[src/design/itp_pkg.sv]
// ----------------------------------------------------------------------------
// itp_pkg: shared constants and character helpers
// Character codes and precedence/class functions for the infix-to-postfix
// converter.
// ----------------------------------------------------------------------------
`default_nettype none

package itp_pkg;

  typedef logic [7:0] char_t;

  localparam char_t CH_PLUS   = 8'h2B;
  localparam char_t CH_MINUS  = 8'h2D;
  localparam char_t CH_STAR   = 8'h2A;
  localparam char_t CH_SLASH  = 8'h2F;
  localparam char_t CH_LPAREN = 8'h28;
  localparam char_t CH_RPAREN = 8'h29;

  localparam char_t CH_0 = 8'h30;
  localparam char_t CH_9 = 8'h39;
  localparam char_t CH_A = 8'h41;
  localparam char_t CH_Z = 8'h5A;
  localparam char_t CH_LA = 8'h61;
  localparam char_t CH_LZ = 8'h7A;

  typedef logic [1:0] prec_t;

  function automatic prec_t prec_of(input char_t c);
    prec_t p;
    p = 2'd0;
    if (c == CH_PLUS || c == CH_MINUS) begin
      p = 2'd1;
    end else if (c == CH_STAR || c == CH_SLASH) begin
      p = 2'd2;
    end
    return p;
  endfunction

  function automatic logic is_alnum(input char_t c);
    return (c >= CH_0 && c <= CH_9) || (c >= CH_A && c <= CH_Z) ||
           (c >= CH_LA && c <= CH_LZ);
  endfunction

endpackage

`default_nettype wire

[src/design/itp_stack.sv]
// ----------------------------------------------------------------------------
// itp_stack: operator stack storage
// Single-port-write, single-port-read memory with registered read data.
// ----------------------------------------------------------------------------
`default_nettype none

module itp_stack
  import itp_pkg::*;
#(
  parameter int DEPTH  = 64,
  parameter int ADDR_W = $clog2(DEPTH)
) (
  input  wire logic              clk,
  input  wire logic              we,
  input  wire logic [ADDR_W-1:0] waddr,
  input  wire char_t             wdata,
  input  wire logic              re,
  input  wire logic [ADDR_W-1:0] raddr,
  output char_t                  rdata
);

  char_t mem [DEPTH];

  always_ff @(posedge clk) begin
    if (we) begin
      mem[waddr] <= wdata;
    end
  end

  always_ff @(posedge clk) begin
    if (re) begin
      rdata <= mem[raddr];
    end
  end

endmodule

`default_nettype wire

[src/design/infix_to_postfix_converter.sv]
// ----------------------------------------------------------------------------
// infix_to_postfix_converter: shunting-yard infix to postfix
// Takes one expression character per transfer, keeps an operator stack in
// memory and emits the postfix characters one per output transfer.
// ----------------------------------------------------------------------------
//  channel | handshake           | payload
//  --------+---------------------+----------------------------------------
//  in      | in_valid / in_stall | char_in[7:0], end_mark
//  out     | out_valid/out_stall | char_out[7:0], last_of_run, from_flush
//
//  Letter/digit: IDLE, then ALNUM. '(' and a flush of an empty stack are
//  handled in IDLE. Other items: IDLE, then READ (memory read) and TEST
//  (compare in the sequencer) per stack entry examined, then FINISH; the
//  entry that stops the popping is examined too. The registered read data
//  of the stack memory is why READ precedes TEST. A result may wait in the
//  output register while the next item is taken. Output stalls hold the
//  sequencer where it must hand over a character. Synchronous reset empties
//  the stack and stalls the input; memory contents are not cleared.
// ----------------------------------------------------------------------------
`default_nettype none

module infix_to_postfix_converter
  import itp_pkg::*;
#(
  parameter int STACK_DEPTH = 64
) (
  input  wire logic       clk,
  input  wire logic       rst,
  input  wire logic       in_valid,
  output logic            in_stall,
  input  wire logic [7:0] char_in,
  input  wire logic       end_mark,
  output logic            out_valid,
  input  wire logic       out_stall,
  output logic [7:0]      char_out,
  output logic            last_of_run,
  output logic            from_flush
);

  localparam int CNT_W  = $clog2(STACK_DEPTH + 1);
  localparam int ADDR_W = $clog2(STACK_DEPTH);

  localparam logic [2:0] S_IDLE   = 3'd0;
  localparam logic [2:0] S_ALNUM  = 3'd1;
  localparam logic [2:0] S_READ   = 3'd2;
  localparam logic [2:0] S_TEST   = 3'd3;
  localparam logic [2:0] S_FINISH = 3'd4;

  localparam logic [1:0] M_FLUSH  = 2'd0;
  localparam logic [1:0] M_RPAREN = 2'd1;
  localparam logic [1:0] M_OP     = 2'd2;

  logic [2:0]       state;
  logic [1:0]       mode;
  char_t            cur;
  logic [CNT_W-1:0] stack_count;
  logic             pend_valid;
  char_t            pend_char;

  logic             out_free;
  logic             stk_full;
  logic [CNT_W-1:0] top_idx;
  logic             stk_we;
  logic             stk_re;
  char_t            top_data;
  logic             in_xfer;
  logic             do_pop;

  assign in_stall = rst || (state != S_IDLE);
  assign in_xfer  = in_valid && !in_stall;
  assign out_free = !out_valid || !out_stall;
  assign stk_full = (stack_count == CNT_W'(STACK_DEPTH));
  assign top_idx  = stack_count - CNT_W'(1);
  assign stk_re   = (state == S_READ);

  // push happens for '(' at accept, or for an operator at finish
  always_comb begin
    stk_we = 1'b0;
    if (!stk_full) begin
      if (in_xfer && !end_mark && char_in == CH_LPAREN) begin
        stk_we = 1'b1;
      end else if (state == S_FINISH && mode == M_OP && (!pend_valid || out_free)) begin
        stk_we = 1'b1;
      end
    end
  end

  itp_stack #(
    .DEPTH (STACK_DEPTH)
  ) u_stack (
    .clk   (clk),
    .we    (stk_we),
    .waddr (stack_count[ADDR_W-1:0]),
    .wdata (in_xfer ? char_t'(char_in) : cur),
    .re    (stk_re),
    .raddr (top_idx[ADDR_W-1:0]),
    .rdata (top_data)
  );

  always_comb begin
    case (mode)
      M_FLUSH:  do_pop = 1'b1;
      M_RPAREN: do_pop = (top_data != CH_LPAREN);
      M_OP:     do_pop = (prec_of(cur) <= prec_of(top_data));
      default:  do_pop = 1'b0;
    endcase
  end

  always_ff @(posedge clk) begin
    if (rst) begin
      state       <= S_IDLE;
      stack_count <= '0;
      pend_valid  <= 1'b0;
      out_valid   <= 1'b0;
    end else begin
      if (out_valid && !out_stall) begin
        out_valid <= 1'b0;
      end
      if (stk_we) begin
        stack_count <= stack_count + CNT_W'(1);
      end
      case (state)
        S_IDLE: begin
          if (in_xfer) begin
            cur <= char_in;
            if (end_mark) begin
              mode <= M_FLUSH;
              if (stack_count != '0) begin
                state <= S_READ;
              end
            end else if (is_alnum(char_in)) begin
              state <= S_ALNUM;
            end else if (char_in != CH_LPAREN) begin
              mode  <= (char_in == CH_RPAREN) ? M_RPAREN : M_OP;
              state <= (stack_count != '0) ? S_READ : S_FINISH;
            end
          end
        end
        S_ALNUM: begin
          if (out_free) begin
            out_valid   <= 1'b1;
            char_out    <= cur;
            last_of_run <= 1'b1;
            from_flush  <= 1'b0;
            state       <= S_IDLE;
          end
        end
        S_READ: begin
          state <= S_TEST;
        end
        S_TEST: begin
          if (!do_pop) begin
            if (mode == M_RPAREN) begin
              stack_count <= top_idx;   // drop the matching '('
            end
            state <= S_FINISH;
          end else if (!pend_valid || out_free) begin
            if (pend_valid) begin
              out_valid   <= 1'b1;
              char_out    <= pend_char;
              last_of_run <= 1'b0;
              from_flush  <= (mode == M_FLUSH);
            end
            pend_valid  <= 1'b1;
            pend_char   <= top_data;
            stack_count <= top_idx;
            state       <= (top_idx != '0) ? S_READ : S_FINISH;
          end
        end
        S_FINISH: begin
          if (!pend_valid || out_free) begin
            if (pend_valid) begin
              out_valid   <= 1'b1;
              char_out    <= pend_char;
              last_of_run <= 1'b1;
              from_flush  <= (mode == M_FLUSH);
            end
            pend_valid <= 1'b0;
            state      <= S_IDLE;
          end
        end
        default: begin
          state <= S_IDLE;
        end
      endcase
    end
  end

endmodule

`default_nettype wire
[config.mk]
export PLATFORM = sky130hd
export DESIGN_NAME = infix_to_postfix_converter
export DESIGN_NICKNAME = d
export VERILOG_FILES = /design/src/design/itp_pkg.sv /design/src/design/itp_stack.sv /design/src/design/infix_to_postfix_converter.sv
export SDC_FILE = /design/constraint.sdc
export NUM_CORES = 1
export LEC_CHECK = 0
export BUFFER_PORTS_ARGS = -buffer_cell sky130_fd_sc_hd__buf_2
export CAP_MARGIN = 40
export CORE_MARGIN = 4
export CORE_UTILIZATION = 63
export DETAILED_ROUTE_END_ITERATION = 16
export GPL_ROUTABILITY_DRIVEN = 1
export GPL_TIMING_DRIVEN = 0
export PLACE_DENSITY = 0.8
export RECOVER_POWER = 100
export SLEW_MARGIN = 20
export SYNTH_ARGS = -nofsm -noshare
export SYNTH_HDL_FRONTEND = slang
export SYNTH_SLANG_ARGS = --single-unit
[constraint.sdc]
create_clock -name clk -period 7.2 [get_ports clk]
set_clock_uncertainty 0.05 [all_clocks]
set_input_delay 1.44 -clock clk [delete_from_list [all_inputs] [get_ports clk]]
set_output_delay 1.44 -clock clk [all_outputs]
set_load 0.01 [all_outputs]
* Word-level counts from Yosys, hierarchy flattened
Memory sizes are Yosys's and may differ from the RTL's. A register that Yosys moved wholly into a read port is not among the register bits.
Index checks and enable logic that the tools add are counted.
** Storage, ports and cells
- Bits in registers :: 40
- RAM bits :: 512
- Bits of input ports :: 13
- Output and inout port bits :: 12
- Logic and storage cells :: 149
- Memories kept :: 1
** Operators by class
- $add $sub $neg :: 2
- $lt $le $gt $ge :: 7
- Eq/ne operators :: 30
- Mux-type cells :: 60
- Bitwise gates (word level) :: 1
- Reduce and logical (&&, ||, !) cells :: 38
** Memory list
- u_stack.mem :: depth 64, bits a word 8, rd ports 1, clocked after memory_dff 1, wr ports 1, RTL line itp_stack.sv:22 : char_t mem [DEPTH];
** Operators by type and width (count)
- $eq 8x6->1 const B :: 10
- $mux 8 :: 5
- $mux 7 :: 5
- $mux 3 :: 11
- $pmux 8 s3 :: 1
- $mux 1 :: 23
- $mux 2 :: 9
- $ge 8x7->1 const B :: 2
- $le 8x7->1 const B :: 2
- $ne 8x6->1 const B :: 2
- $pmux 3 s5 :: 1
- $ne 2x2->1 const B :: 7
- $reduce_bool 7->1 :: 2
- $pmux 1 s3 :: 4
- $reduce_and 4->1 :: 3
- $logic_and 1x1->1 :: 9
- $logic_or 1x1->1 :: 9
- $ge 8x6->1 const B :: 1
- $le 8x6->1 const B :: 1
- $reduce_and 8->1 :: 1
- $add 7x1->7 const B :: 1
- $eq 7x7->1 const B :: 1
- $sub 7x1->7 const B :: 1
- $eq 3x2->1 const B :: 2
- 18 further kinds :: 25

* Logic depth before layout (Yosys ltp)
- Depth in word-level cells :: 12
- Gate-level depth with buffers :: 11
- Gate-level depth less buffers :: 10

* Cells and area by module
Synthesis repeated with hierarchy kept, for this count alone.
** Unflattened totals
- Cell total of the unflattened synthesis :: 1196
- Area, all modules :: 22734.3 um^2
** By module, submodules not included
- itp_stack :: instances 1, cells each 966, area each 20309.5 um^2, sequential area each 15615.0 um^2
- infix_to_postfix_converter :: instances 1, cells each 230, area each 2424.8 um^2, sequential area each 1081.0 um^2

* Worst setup path after synthesis
No wires, ideal clock.
- Path type :: input to register
- From :: in rst
- To :: reg cur[7] (data pin)
- Setup time :: 0.710 ns
- Arrival :: 4.964 ns
- Required time :: 6.440 ns
- Slack :: 1.476 ns
- Stages on the path :: 5
- Buffers on the path :: 2
- Cell sequence :: clkbuf_1 > nor4_4 > nand2_1 > buf_2 > o21ai_0
** RTL lines
- start: declaration :: RTL line infix_to_postfix_converter.sv:28 : input wire logic rst,
- end signal: assignment :: RTL line infix_to_postfix_converter.sv:125 : cur <= char_in;
- end: declaration :: RTL line infix_to_postfix_converter.sv:55 : char_t cur;

* Worst setup path in the final report
- From :: reg stack_count[0]
- To :: reg u_stack.rdata[4], read port of u_stack.mem (data pin)
** Between the ends
- Cells in the longest elaborated chain, start to end :: 1
** RTL lines
- start: declaration :: RTL line infix_to_postfix_converter.sv:56 : logic [CNT_W-1:0] stack_count;
- start signal: assignment :: RTL line infix_to_postfix_converter.sv:120 : stack_count <= stack_count + CNT_W'(1);
- start signal: assignment :: RTL line infix_to_postfix_converter.sv:154 : stack_count <= top_idx;
- start signal: assignment :: RTL line infix_to_postfix_converter.sv:166 : stack_count <= top_idx;
- $sub 7x1->7 :: RTL line infix_to_postfix_converter.sv:73 : assign top_idx = stack_count - CNT_W'(1);
- end: declaration :: RTL line itp_stack.sv:19 : output char_t rdata
Every way passes these cells.
A chain may end at the register's enable or synchronous reset.

==> reports/metrics.cfg <==
[routing]
viasPerCell=7.02
wire_per_inst_um=31.3
ant_nets=0
drc_errors=0
routed_wl_mm=51.6
vias=11600
drt-pass1-iter-count=8
first_iter_violations=1618

[floorplan]
dieWidth_um=196
rows=68
io_pins=25
initial_utilization=0.641
dieHeight_um=196
core_area_um2=34700
die-area_um2=38400

[worst_setup_path]
critPathLaunchType=flop
crit_required_ns=7.47
critical_path_class=reg -> reg
critPathCaptureType=flop
arrival_ns=5.93
crit_path_max_fanout=10

[global_routing]
antenna_found_initial=0
grt_pass1_wl_mm=78.0
grt_max_degree=66
overflow=0
grt_pass1_vias=11700
grt_util_all_layers=0.276

[logic_synthesis]
syn_nets=1071
syn-instance-count=1053
synth_edf_count=548
synth_seq_cells=560
syn_area_um2=22300
synthArstFlopShare=0
synth_sequential_area_ratio=0.750
synth.avg_cell_area_um2=21.1
yosysWarningCount=0
synthFlopType=edfxtp_1
yosysUniqueCellTypes=61

[sta]
worstMarginPinSlew_ns=2.14
fin_ws_ns=1.54
setup_viol=0
period_minus_slack_ns=5.66
slew_headroom=-0.437
fmax_ghz=0.177
fin_setup_tns_ns=0
rsz0062_at_grt=false
hold_viol=0
slew_violations=17
finalCritPeriodShare=0.786

[final_layout]
instances_no_fill=1650
final_cell_mix=edfxtp_1 (548), mux4_2 (160), nor2_1 (82), clkbuf_1 (70), clkbuf_16 (55)
fill_cells=1933
layout-drive-gt1-share=0.242
post-route-util=0.716
layout_commonest_cell=edfxtp_1
finalNetCount=1175
areaGrowthSynthToFinish_pct=11.7
seq_area_um2=16700
multi_input_area_um2=5290
diodes=0

[outcome]
violations=max-capacitance violations, max-slew violations
status=finished with violations

[clock_network]
post_cts_resized=0
postCtsSetupBuffers=0
cts_tree=built
cts_root_buf=clkbuf_16
cts_hold_buf=0
htreeDepth=2
cts_made_buffers=53
clkSlewWorstSetupHoldPaths_ns=0.06
clock_latency_ns=0.59
clockBufferDepth=3
cts.sinks=560

[power]
power.leakage_nw=7.55
power_mw=6.82
powerDensity_nw_per_um2=274
ir_worst_vdd_mv=0.230

[placement]
placed_cells=1547
finalWeightedCongestion=0.940
dp_slack_ns=2.44
hpwlAfterDp_mm=31.7
port_buffers=23

[min_path]
hold_class=reg -> reg

[flow_run]
max_cap_violations=2

==> cell usage after synthesis (all sizes together), types with 3 or more instances <==
library cell	number	area share
a21boi	3	0.0010
a21oi	18	0.0040
a22oi	17	0.0057
a31oi	4	0.0021
and2	4	0.0011
and3	5	0.0014
buf	24	0.0068
clkbuf	24	0.0041
dfxtp	12	0.011
edfxtp	548	0.74
ha	5	0.0028
inv	7	0.0012
mux2	18	0.0091
mux4	160	0.16
nand2	28	0.0047
nand2b	6	0.0017
nand3	14	0.0031
nor2	82	0.014
nor2b	7	0.0020
nor3	12	0.0029
o21a	3	0.0010
o21ai	5	0.0011
or3	8	0.0022
xnor2	6	0.0024
xor2	5	0.0023
==> cell type report <==
cell class                 count  area share
sequential                   560       0.672
multi-input combinational    438       0.213
clock buffer                  71      0.0582
tap                          455      0.0229
timing repair buffer          49      0.0141
clock inverter                22      0.0102
buffer                        48     0.00926
inverter                       7     0.00106
==> report_power, final <==
group	switching [mW]	internal (mW)	total [mW]
sequential	0.0129	3.70	3.71
combinational	0.248	0.101	0.349
clock	1.14	1.61	2.76
==> metrics by stage <==
stage          cell area (µm²)  hold slack [ns]
3_3_place_gp             22900            0.385
4_1_cts                  24900            0.400
2_1_floorplan            22300            0.368
5_1_grt                  24900            0.406
6_report                 24900            0.404
3_5_place_dp             23200            0.387
==> state kept, by name, summed over array words and instances, names as in the netlist <==
| register | count |
|---|---|
| last_of_run | 1 |
| state | 3 |
| from_flush | 1 |
| u_stack.rdata | 8 |
| u_stack.mem | 512 |
| out_valid | 1 |
| pend_valid | 1 |
| mode | 2 |
| char_out | 8 |
| stack_count | 7 |
| cur | 8 |
| pend_char | 8 |
==> metal layers <==
layer / wire length [µm] / vias up / global-route usage
li1: - / 4615 / -
met1: 18300 / 5909 / 0.388
met2: 25000 / 889 / 0.438
met3: 5730 / 173 / 0.0562
met4: 2590 / 0 / 0.108
met5: 0 / - / 0
==> worst max-delay path: stages, from the launching register on <==
cell	delay (ns)
dfxtp_1	0.38
clkbuf_1	0.40
clkbuf_1	0.74
clkbuf_1	0.66
inv_2	0.16
ha_1	0.43
clkbuf_1	0.47
clkbuf_1	0.67
mux4_2	0.43
mux4_2	0.49
a22oi_1	0.38
nand2_1	0.11
==> worst paths after layout <==
path                              start                         end  slack [ns]  cells past startpoint
max           stack_count[0]$_SDFF_PP0_  u_stack.rdata[4]$_DFFE_PP_        1.54                     11
min          u_stack.rdata[5]$_DFFE_PP_      pend_char[5]$_DFFE_PP_        0.40                      0
max reg2reg   stack_count[0]$_SDFF_PP0_  u_stack.rdata[4]$_DFFE_PP_        1.54                     11
min reg2reg  u_stack.rdata[5]$_DFFE_PP_      pend_char[5]$_DFFE_PP_        0.40                      0
==> kinds of logic after synthesis <==
group / synth area share
AOI/OAI and AO/OA: 0.0193
muxes: 0.171
buffers and inverters: 0.0121
xor gates and xnor gates: 0.00467
adders and majority gates: 0.00281
DFF: 0.750
and+or+nand+nor: 0.0401
Note: power is estimated with default switching activity, not from simulation.
